===== src/rtl/qau_pkg.sv =====
// shared widths, codes, types and the saturation function of the quaternion unit
`default_nettype none
package qau_pkg;
    localparam int PART_W = 32;
    localparam int FRAC_W = 16;
    localparam int PROD_W = 2 * PART_W;
    localparam int SQ_W   = 2 * PART_W + 1;
    localparam int QUO_W  = 2 * FRAC_W + 1;
    localparam int RT_W   = PART_W + 1;
    localparam int DREM_W = SQ_W + 1;
    localparam int RREM_W = RT_W + 2;
    localparam int STEPS  = (QUO_W > RT_W) ? QUO_W : RT_W;
    localparam int ACC_W  = (2 * PART_W + 2 > 2 * FRAC_W + 2) ? 2 * PART_W + 2
                                                              : 2 * FRAC_W + 2;

    typedef logic signed [PART_W-1:0] t_part;
    typedef logic        [PART_W-1:0] t_mag;
    typedef logic signed [PROD_W-1:0] t_prod;
    typedef logic signed [ACC_W-1:0]  t_acc;
    typedef logic        [SQ_W-1:0]   t_sq;
    typedef logic        [QUO_W-1:0]  t_quo;
    typedef logic        [RT_W-1:0]   t_root;

    typedef logic [3:0] t_mode;
    localparam t_mode MODE_CONJ  = 4'd0;
    localparam t_mode MODE_NORM2 = 4'd1;
    localparam t_mode MODE_NORM  = 4'd2;
    localparam t_mode MODE_QMUL  = 4'd3;
    localparam t_mode MODE_QCMUL = 4'd4;
    localparam t_mode MODE_CQMUL = 4'd5;
    localparam t_mode MODE_INV   = 4'd6;
    localparam t_mode MODE_QDIV  = 4'd7;
    localparam t_mode MODE_QCDIV = 4'd8;
    localparam t_mode MODE_CQDIV = 4'd9;

    typedef logic [1:0] t_status;
    localparam t_status ST_OK  = 2'd0;
    localparam t_status ST_SAT = 2'd1;
    localparam t_status ST_DZ  = 2'd2;

    typedef enum logic [3:0] {
        OP_NONE, OP_CONJ, OP_NORM2, OP_NORM, OP_QMUL, OP_QCMUL, OP_CQMUL,
        OP_INV, OP_QDIV, OP_QCDIV, OP_CQDIV
    } t_op;

    // classified word as it waits in the queue
    typedef struct packed {
        t_op         op;
        logic        src_a;
        logic        cplx;
        t_part [3:0] a;
        t_part [3:0] b;
    } t_item;

    // word leaving the divide and root pipeline
    typedef struct packed {
        logic        valid;
        t_item       item;
        t_sq         s;
        logic  [3:0] negr;
        t_quo  [3:0] quo;
        t_root       root;
    } t_rcp;

    typedef struct packed {
        t_part val;
        logic  ovf;
    } t_sat;

    function automatic t_sat sat_part(input t_acc v);
        t_sat r;
        t_acc hi;
        t_acc lo;
        hi = t_acc'({1'b0, {(PART_W-1){1'b1}}});
        lo = ~hi;
        if (v > hi) begin
            r.val = hi[PART_W-1:0];
            r.ovf = 1'b1;
        end else if (v < lo) begin
            r.val = lo[PART_W-1:0];
            r.ovf = 1'b1;
        end else begin
            r.val = v[PART_W-1:0];
            r.ovf = 1'b0;
        end
        return r;
    endfunction
endpackage
`default_nettype wire


===== src/rtl/qau_queue.sv =====
// two-entry queue between the front and the back of the quaternion unit
`default_nettype none
module qau_queue (
    input  wire logic          i_clk,
    input  wire logic          i_rst_n,
    input  wire logic          i_push,
    input  wire qau_pkg::t_item i_push_item,
    output logic               o_full,
    input  wire logic          i_pop,
    output qau_pkg::t_item     o_item,
    output logic               o_avail
);
    qau_pkg::t_item r_mem [2];
    logic       r_wr_ptr, n_wr_ptr;
    logic       r_rd_ptr, n_rd_ptr;
    logic [1:0] r_cnt, n_cnt;
    logic       do_push, do_pop;

    assign do_push = i_push && (r_cnt != 2'd2);
    assign do_pop  = i_pop && (r_cnt != 2'd0);

    always_comb begin
        n_wr_ptr = do_push ? ~r_wr_ptr : r_wr_ptr;
        n_rd_ptr = do_pop ? ~r_rd_ptr : r_rd_ptr;
        n_cnt    = r_cnt + 2'(do_push) - 2'(do_pop);
    end

    always_ff @(posedge i_clk) begin
        if (!i_rst_n) begin
            r_wr_ptr <= 1'b0;
            r_rd_ptr <= 1'b0;
            r_cnt    <= 2'd0;
        end else begin
            r_wr_ptr <= n_wr_ptr;
            r_rd_ptr <= n_rd_ptr;
            r_cnt    <= n_cnt;
        end
    end

    always_ff @(posedge i_clk) begin
        if (do_push) begin
            r_mem[r_wr_ptr] <= i_push_item;
        end
    end

    assign o_item  = r_mem[r_rd_ptr];
    assign o_full  = (r_cnt == 2'd2);
    assign o_avail = (r_cnt != 2'd0);
endmodule
`default_nettype wire


===== src/rtl/qau_front.sv =====
// front end: takes input words, classifies the operation and queues them
`default_nettype none
module qau_front (
    input  wire logic                  i_clk,
    input  wire logic                  i_rst_n,
    input  wire logic                  i_valid,
    output logic                       o_ready,
    input  wire qau_pkg::t_mode        i_mode,
    input  wire qau_pkg::t_part [3:0]  i_a,
    input  wire qau_pkg::t_part [3:0]  i_b,
    input  wire logic                  i_pop,
    output qau_pkg::t_item             o_item,
    output logic                       o_avail
);
    qau_pkg::t_item n_item;
    logic           full;

    always_comb begin
        n_item.a     = i_a;
        n_item.b     = i_b;
        n_item.src_a = 1'b0;
        n_item.cplx  = 1'b0;
        unique case (i_mode)
            qau_pkg::MODE_CONJ: begin
                n_item.op    = qau_pkg::OP_CONJ;
                n_item.src_a = 1'b1;
            end
            qau_pkg::MODE_NORM2: begin
                n_item.op    = qau_pkg::OP_NORM2;
                n_item.src_a = 1'b1;
            end
            qau_pkg::MODE_NORM: begin
                n_item.op    = qau_pkg::OP_NORM;
                n_item.src_a = 1'b1;
            end
            qau_pkg::MODE_QMUL:  n_item.op = qau_pkg::OP_QMUL;
            qau_pkg::MODE_QCMUL: n_item.op = qau_pkg::OP_QCMUL;
            qau_pkg::MODE_CQMUL: n_item.op = qau_pkg::OP_CQMUL;
            qau_pkg::MODE_INV: begin
                n_item.op    = qau_pkg::OP_INV;
                n_item.src_a = 1'b1;
            end
            qau_pkg::MODE_QDIV:  n_item.op = qau_pkg::OP_QDIV;
            qau_pkg::MODE_QCDIV: begin
                n_item.op   = qau_pkg::OP_QCDIV;
                n_item.cplx = 1'b1;
            end
            qau_pkg::MODE_CQDIV: n_item.op = qau_pkg::OP_CQDIV;
            default:             n_item.op = qau_pkg::OP_NONE;
        endcase
    end

    assign o_ready = !full;

    qau_queue u_queue (
        .i_clk       (i_clk),
        .i_rst_n     (i_rst_n),
        .i_push      (i_valid && !full),
        .i_push_item (n_item),
        .o_full      (full),
        .i_pop       (i_pop),
        .o_item      (o_item),
        .o_avail     (o_avail)
    );
endmodule
`default_nettype wire


===== config.mk =====
export PLATFORM = sky130hd
export DESIGN_NAME = qau_front
export DESIGN_NICKNAME = d
export VERILOG_FILES = /design/src/rtl/qau_pkg.sv /design/src/rtl/qau_queue.sv /design/src/rtl/qau_front.sv
export SDC_FILE = /design/constraint.sdc
export NUM_CORES = 1
export LEC_CHECK = 0
export ABC_AREA = 1
export BUFFER_PORTS_ARGS = -buffer_cell sky130_fd_sc_hd__buf_2
export CORE_ASPECT_RATIO = 0.8
export CORE_MARGIN = 4
export CORE_UTILIZATION = 45
export DETAILED_ROUTE_END_ITERATION = 10
export GPL_ROUTABILITY_DRIVEN = 1
export PLACE_DENSITY = 0.69
export SLEW_MARGIN = 20
export SYNTH_ARGS = -nofsm -noshare
export SYNTH_HDL_FRONTEND = slang
export SYNTH_SLANG_ARGS = --single-unit

===== constraint.sdc =====
create_clock -name i_clk -period 18.4 [get_ports i_clk]
set_clock_uncertainty 0.05 [all_clocks]
set_input_delay 3.68 -clock i_clk [delete_from_list [all_inputs] [get_ports i_clk]]
set_output_delay 3.68 -clock i_clk [all_outputs]
set_load 0.05 [all_outputs]

Word-level counts from Yosys, hierarchy flattened
Memories as Yosys holds them, arrays and structs flattened. A register that Yosys moved wholly into a read port is not among the register bits. Index checks and enable logic that the tools add are counted.

Bitwise operators: 2. Multiplexer cells: 7. $add $sub $neg: 2. Reduce and logical (&&, ||, !) cells: 7. Equal/unequal tests: 11.

Operators with widths (count): 4-bit case mux with 10 select lines (1); 4-bit by 3-bit equality test with 1-bit output (second input constant) (4); 4-bit by 2-bit equality test with 1-bit output (second input constant) (2); 4-bit equality test (second input constant) (2); 1-bit two-way mux (6); 4-bit by 1-bit equality test with 1-bit output (second input constant) (1); 4-bit logical NOT (1); 4-bit OR reduction (1); 1-bit logical AND (3); 2-bit by 1-bit adder with 2-bit output (1); 2-bit equality test (second input constant) (1); 2-bit != test (second input constant) (1); 1-bit inverter (2); 2-bit nonzero test (1); 2-bit by 1-bit subtractor with 2-bit output (1); 1-bit logical NOT (1).

Word-level logic and storage cells: 33. Memories kept: 1. Register bits after elaboration: 4. Bits of input ports: 264. Output and inout port bits: 264. Memory bits (writable): 524.

Memory list: u_queue.r_mem (words 2, width 262, rd ports 1, clocked after Yosys merged registers in 1, wr ports 1, line qau_queue.sv:13) `qau_pkg::t_item r_mem [2];`.

Depth between registers and ports, before layout
Gate-level depths: netlist (run 1).

Depth after elaboration: 6. Mapped depth: 10. Gate-level depth less buffers: 10.

Cells and area by module
Synthesis (run 1) repeated with hierarchy kept, for this count alone.

Cell total of the unflattened synthesis: 876. Area total of the unflattened synthesis: 19976.7 µm².

Modules (own cells, without submodules): qau_queue (instances 1, area an instance 19885.3 µm², cells each 853, seq. area each 15835.2 µm²); qau_front (instances 1, area an instance 91.3 µm², cells each 23, seq. area each 0.0 µm²).

Worst setup path after synthesis (run 1)
No wires, ideal clock.

Path kind: in2reg. Start: in i_valid. End: mem u_queue.r_mem[0][0] in the netlist's numbering (enable). Setup slack: 2.843 ns. Stages on the path: 2. Setup time: 0.891 ns. Path buffers: 0. Data required time: 17.459 ns. Data arrival time: 14.615 ns. Cell sequence: nand2_1 > nor2_1.

Cells in the longest elaborated chain, start to end: 4.

RTL lines: from (decl) (line qau_front.sv:6) `input wire logic i_valid,`; 1-bit logical AND (line qau_front.sv:58) `.i_push (i_valid && !full),`; 1-bit logical AND (line qau_queue.sv:19) `assign do_push = i_push && (r_cnt != 2'd2);`; 1-bit two-way mux (line qau_queue.sv:41) `if (do_push) begin`; 1-bit two-way mux (implied by the code) (line qau_queue.sv:42) `r_mem[r_wr_ptr] <= i_push_item;`; to (decl) (line qau_queue.sv:13).

Every way passes these cells.

==> out/results.ini, run 1 <==
[power_and_ir_drop]
p_leak_nw=9.557
p_total_mw=3.958
p_per_area_nw_per_um2=160.1
vdd_drop_max_v=0.0001241

[clocking]
clk_pin_slew_ns=0.06
cts-htree-levels=2
cts-root-buf=clkbuf_16
post_cts_resize_count=0
clkSinkCount=529
cts_buffers=50
clk-insertion-delay-late_ns=0.56
cts_hold_buf=0
cts_tree=built
clk_path_buf_depth=3
post_cts_buffers=0

[sta]
tightest_slew_ns=1.009
maxSlewHeadroom_pct=32.72
rsz0062_at_grt=no
period_share_pct=41.55
slew_viol_final=0
hold_ws_ns=0.4574
hold_violations=0
timing.fmax_mhz=130.8
setup_viol=0
finalCriticalPeriod_ns=7.646
setup_tns_ns=0

[floorplanning]
rows=68
start_util_pct=45.89
ios=528
die_w_um=243.4
fp.dieArea_um2=47790
core_um2=43480
fp.dieH_um=196.3

[detailed_routing]
drt_wl_total_um=43610
drtIter0Drc=571
wire_per_inst_um=21.03
drc=0
first_pass_iters=5
vias=10105
avgViaCountPerCell=4.872
ant_nets=0

[yosys]
yosys_register_bits=529
avgSynthCellArea_um2=22.96
netlist.area_leader.share_pct=78.86
synth_top_area_cell=edfxtp_1
ys_seq_area_share_pct=79.36
synth_area_leaders=edfxtp_1, mux2_4, mux2_2
synth_cells=869
synthDistinctLibCells=15
syn_nets=1135
yosysWarningCount=0
netlist_area_um2=19950

[run]
drv_cap=0

[global_route]
grt_pass1_wl_um=63330
overflow=0
grt_usage_pct=17.36
antenna_found_initial=16
grt_pass1_vias=10582
grt_max_degree=131

[outcome]
status=complete, no violations

[layout]
nets=1695
drive_above_1_share_pct=59.06
fillCellCount=3316
area_delta_synth_final_pct=23.87

[placed_design]
gp_congestion=0.7972
io_buffers=527
hpwl_um=30450

[worst_setup_path]
critPathArrivalTime_ns=3.92
worstRegToRegCells=5
cp-start-kind=flip-flop
r2r_slack_ns=15.44
crit_type=flip-flop to primary output
worstPathRequired_ns=14.67
end_kind=primary output
r2r_start=u_queue.r_cnt[0]
rr_endpoint=u_queue.r_mem[1][65]
cp_max_fo=63

[min_path]
hp-class=flip-flop to flip-flop
min_path_cells=2
min_from=u_queue.r_rd_ptr

==> per-layer routing <==
layer	wire length, um	GRT usage [%]
met2	21900	29.30
met3	3867	6.352
met5	75	0
met4	964	5.449
met1	16800	21.09
==> per-stage QoR <==
| stage | util [%] | setup slack (ns) | area (um2) | std cells |
|---|---|---|---|---|
| after CTS | 56.79 | 10.67 | 24690 | 2063 |
| after detailed placement | 53.25 | 11.31 | 23150 | 1972 |
| final | 56.85 | 10.75 | 24720 | 2074 |
| after global placement | 53.25 | 11.36 | 23150 | 1972 |
| after global routing | 56.82 | 10.53 | 24700 | 2069 |
| after floorplan | - | 2.843 | 19950 | 869 |
==> layout make-up <==
| class | instances | area [um2] | area share, % |
|---|---|---|---|
| repair buffers | 537 | 2713 | 10.97 |
| multi-input cells | 298 | 3800 | 15.37 |
| well taps | 595 | 744.5 | 3.012 |
| clock buffers | 77 | 1414 | 5.720 |
| inverters | 13 | 56.30 | 0.2278 |
| diodes | 11 | 27.53 | 0.1114 |
| flip-flops and latches | 529 | 15840 | 64.08 |
| clock inverters | 14 | 122.6 | 0.4961 |
==> placed cells by master (no fill, tap or decap) <==
master       n
clkinv_4     1
inv_8        1
a21oi_1      3
inv_1       12
clkbuf_1    22
ha_1         2
clkbuf_8     4
nor2_4       1
bufinv_16    2
mux2_2      82
mux2_4     180
nand2_1     10
nor4_1       1
diode_2     11
buf_2      527
dfxtp_4      1
clkbuf_16   51
nor2_1      13
nand3_1      3
nor3_1       2
dfxtp_1      4
edfxtp_1   524
clkinv_1     4
o21ai_0      1
clkinv_2     6
buf_4       10
inv_6        1
==> registers in the layout, indices dropped and copies added, names as in the netlist, named ones only <==
register and cells:
u_queue.r_rd_ptr 1, u_queue.r_mem 524, u_queue.r_wr_ptr 1, u_queue.r_cnt 2
==> how the worst max path moves through the flow <==
stage	endpoint	startpoint	slack, ns	cells after the start
finish	o_item[113]	flip-flop	10.75	4
global route	o_item[113]	flip-flop	10.53	4
CTS	o_item[142]	flip-flop	10.67	4
detailed placement	o_item[142]	flip-flop	11.31	4
global placement	o_item[113]	flip-flop	11.36	4
floorplan	u_queue.r_mem[0][0]	i_valid	2.84	2
==> report_power, final <==
part           total [mW]  internal [mW]  switching, mW  leakage (nW)
clock network       0.966          0.556          0.410         0.750
logic                1.39          0.403          0.985          3.87
registers            1.60           1.55         0.0589          4.93
total                3.96           2.50           1.45          9.56
==> cells in the mapped netlist (all sizes together) <==
master,count
edfxtp,524
mux2,262
buf,29
nor2,14
inv,13
nand2,10
dfxtp,5
a21oi,3
nand3,3
ha,2
nor3,2
nor4,1
o21ai,1
==> worst max-delay path, cell delays in order, from the launching register on <==
cell and delay, ns:
dfxtp_4 0.90, buf_4 0.86, buf_4 0.90, mux2_4 0.36, buf_2 0.21
==> logic make-up after synthesis <==
group	Yosys count	share of synthesized area, %
buf+inv	42	1.630
compound gates	4	0.1003
mux	262	18.17
fa+ha+maj	2	0.1254
simple gates	30	0.6083
flops	529	79.36
Note: power is estimated with default switching activity, not from simulation.
==> inputs of run 2 (changes only) <==
--- a/config.mk
+++ b/config.mk
@@ -5,7 +5,7 @@
 export SDC_FILE = /design/constraint.sdc
 export NUM_CORES = 1
 export LEC_CHECK = 0
-export ABC_AREA = 1
+export ABC_AREA = 0
 export BUFFER_PORTS_ARGS = -buffer_cell sky130_fd_sc_hd__buf_2
 export CORE_ASPECT_RATIO = 0.8
 export CORE_MARGIN = 4
==> constraint.sdc (replaced) <==
create_clock -name i_clk -period 7.24 [get_ports i_clk]
set_clock_uncertainty 0.05 [all_clocks]
set_input_delay 1.448 -clock i_clk [delete_from_list [all_inputs] [get_ports i_clk]]
set_output_delay 1.448 -clock i_clk [all_outputs]
set_load 0.05 [all_outputs]
==> out/results.ini, run 2 <==
[outcome]
status=complete, no violations

[placed_design]
dp.cells=1959  ; -0.66%
io_buffers=527  ; unchanged
gp_congestion=0.7784  ; -2.4%
dpl_cell_area_um2=23220  ; +0.28%
hpwl_um=29360  ; -3.6%

[worst_setup_path]
end_kind=primary output
crit_chain=buf_12, mux2_2, buf_2
crit_type=flip-flop to primary output
worstSetupEndpoint=o_item[19]
rr_endpoint=u_queue.r_mem[1][41]
worstPathRequired_ns=5.74  ; -8.93 ns
slowest_delay_ns=0.73  ; -0.17 ns
path_buf_inv=2  ; -1
cp.depth=3  ; -1
cp-start-kind=flip-flop
critPathArrivalTime_ns=2.67  ; -1.25 ns
r2r_slack_ns=4.51  ; -10.93 ns
crit_slowest_cell=dfxtp_4
worstRegToRegCells=3  ; -2
r2r_start=u_queue.r_cnt[0]
path_delay_family=flip-flops
cp_max_fo=92  ; +46%

[layout]
largest_reg_flops=524  ; unchanged
nets=1683  ; -0.71%
layout_commonest_cell=buf_2
top_register=u_queue.r_mem
fin_cells=2062  ; -0.58%
drive_above_1_share_pct=59.85  ; +0.79 points
largestRegisters=u_queue.r_mem: 524 flops, u_queue.r_cnt: 2 flops
area_delta_synth_final_pct=24.80
final_cell_mix=buf_2, edfxtp_1, mux2_4, mux2_2, clkbuf_16
fin_area_um2=24910  ; +0.78%

[yosys]
synth_edf_count=524  ; unchanged
synth_cells=859  ; -1.2%
synth-xor-area-share_pct=0.1316  ; +0.13 points
synthDistinctLibCells=22  ; +7
synthAdderAreaFrac_pct=0.1254  ; about the same
synth_top_family_by_area=multiplexers
synth-compound-area-share_pct=0.1505  ; +0.050 points
yosysMostFrequentCell=edfxtp_1
yosysWarningCount=0  ; unchanged
ys_seq_area_share_pct=79.34  ; about the same
netlist.area_leader.share_pct=78.84  ; about the same
avgSynthCellArea_um2=23.24  ; +1.2%
yosys_register_bits=529  ; unchanged
synth_area_leaders=edfxtp_1, mux2_4, mux2_2
synthMuxAreaShare_pct=18.17  ; about the same
async_flop_share_pct=0  ; unchanged
synth-simple-area-share_pct=0.6457  ; +0.037 points
synth_ff_type=edfxtp_1
netlist_area_um2=19960  ; about the same
syn_nets=1125  ; -0.88%
synth_top_area_cell=edfxtp_1
synth_commonest_cells=edfxtp_1, mux2_4, mux2_2

[sta]
tightest_slew_ns=0.9808  ; -0.02841 ns
maxSlewHeadroom_pct=34.61  ; +1.9 points
hold_ws_ns=0.4746  ; +0.01717 ns
rsz0062_at_grt=no
timing.fmax_mhz=239.8
setup_tns_ns=0  ; unchanged
setup_viol=0  ; unchanged
period_share_pct=57.59
finalCriticalPeriod_ns=4.170
hold_violations=0  ; unchanged
slew_viol_final=0  ; unchanged

[clocking]
cts_buffers=51  ; +2.0%
cts_hold_buf=0  ; unchanged
clk_path_buf_depth=3  ; unchanged
post_cts_buffers=0  ; unchanged
post_cts_resize_count=0  ; unchanged
cts-htree-levels=2  ; unchanged
clk_pin_slew_ns=0.06  ; about the same
clk-insertion-delay-late_ns=0.57  ; about the same
cts_tree=built
cts-root-buf=clkbuf_16
clkSinkCount=529  ; unchanged

[detailed_routing]
drt_wl_total_um=42510  ; -2.5%
first_pass_iters=6  ; +1
drtIter0Drc=586  ; +2.6%
ant_nets=0  ; unchanged
drc=0  ; unchanged
avgViaCountPerCell=4.861  ; -0.22%
wire_per_inst_um=20.62  ; -1.9%
vias=10024  ; -0.80%

[run]
drv_cap=0  ; unchanged

[power_and_ir_drop]
vdd_drop_max_v=0.0002805  ; +130%
p_sw_share_pct=37.25  ; +0.52 points
p_leak_nw=9.580  ; +0.24%
p_per_area_nw_per_um2=421.9  ; +160%
p_clk_share_pct=24.9  ; +0.5 points
combPwrFrac_pct=36.8  ; +1.7 points
p_switching_mw=3.914  ; +170%
seq_power_share_pct=38.3  ; -2.2 points
internal_power_mw=6.594  ; +160%

[global_route]
grt_pass1_wl_um=61490  ; -2.9%
grt_usage_pct=16.88  ; -0.49 points
grt_pass1_vias=10270  ; -2.9%
antenna_found_initial=16  ; unchanged
overflow=0  ; unchanged
grt_max_degree=137  ; +4.6%

[floorplanning]
core_um2=43480  ; unchanged
ios=528  ; unchanged
die_w_um=243.5  ; about the same
rows=68  ; unchanged
fp.dieH_um=196.4  ; about the same
fp.dieArea_um2=47810  ; about the same
start_util_pct=45.91  ; about the same

[min_path]
hp-class=flip-flop to flip-flop

## run 2: layout make-up
type	count	area [um2]
timing repair buffer	534	2773
antenna	10	25.02
clock inverter	35	365.4
clock buffer	58	1303
fill	3306	18570
tap	595	744.5
multi-input combinational	298	3849
inverter	3	11.26
sequential	529	15840
## run 2: kinds of logic (layout without fill, tap and decap cells)
group,Yosys count,in the layout
muxes,262,262
buffers and inverters,32,630
DFF,529,529
other,0,10
AOI/OAI and AO/OA,5,5
xor gates and xnor gates,3,3
and+or+nand+nor,26,26
adders and majority gates,2,2
## run 2: power groups by stage
stage,registers [mW],clock network (mW),logic [mW]
6_report,4.03,2.62,3.86
5_1_grt,4.06,2.83,4.01
4_1_cts,4.03,2.69,3.89
3_5_place_dp,4.09,0,3.88
3_3_place_gp,4.11,0,3.83
2_1_floorplan,4.07,0,3.18
## run 2: worst min path at each step
stage	start	end	slack [ns]	depth (start not counted)
2_1_floorplan	u_queue.r_rd_ptr	flip-flop	0.43	2
3_3_place_gp	u_queue.r_rd_ptr	flip-flop	0.45	2
3_5_place_dp	u_queue.r_rd_ptr	u_queue.r_rd_ptr	0.46	2
4_1_cts	u_queue.r_wr_ptr	u_queue.r_wr_ptr	0.47	2
5_1_grt	u_queue.r_rd_ptr	u_queue.r_rd_ptr	0.50	2
6_report	u_queue.r_wr_ptr	u_queue.r_wr_ptr	0.47	2
## run 2: through the flow
step / setup slack (ns) / util [%] / power (mW)
6_report: 3.070 / 57.29 / 10.51
2_1_floorplan: 1.209 / - / 7.248
4_1_cts: 3.050 / 57.23 / 10.62
3_3_place_gp: 3.221 / 53.34 / 7.940
5_1_grt: 2.982 / 57.28 / 10.90
3_5_place_dp: 3.496 / 53.40 / 7.978
## run 2: per-layer routing
layer	up-vias	GRT usage (%)	part of all wire, %
met1	4981	20.14	38
met2	396	28.92	51
li1	4563	-	-
met4	14	5.406	1.9
met3	70	6.039	9.0
met5	-	0	0.25
## run 2: worst min-delay path: cells and delay by family (launching register included)
| family | cells | cell delay, ns |
|---|---|---|
| and+or+nand+nor | 1 | 0.07 |
| DFF | 1 | 0.35 |
| AOI/OAI and AO/OA | 1 | 0.06 |
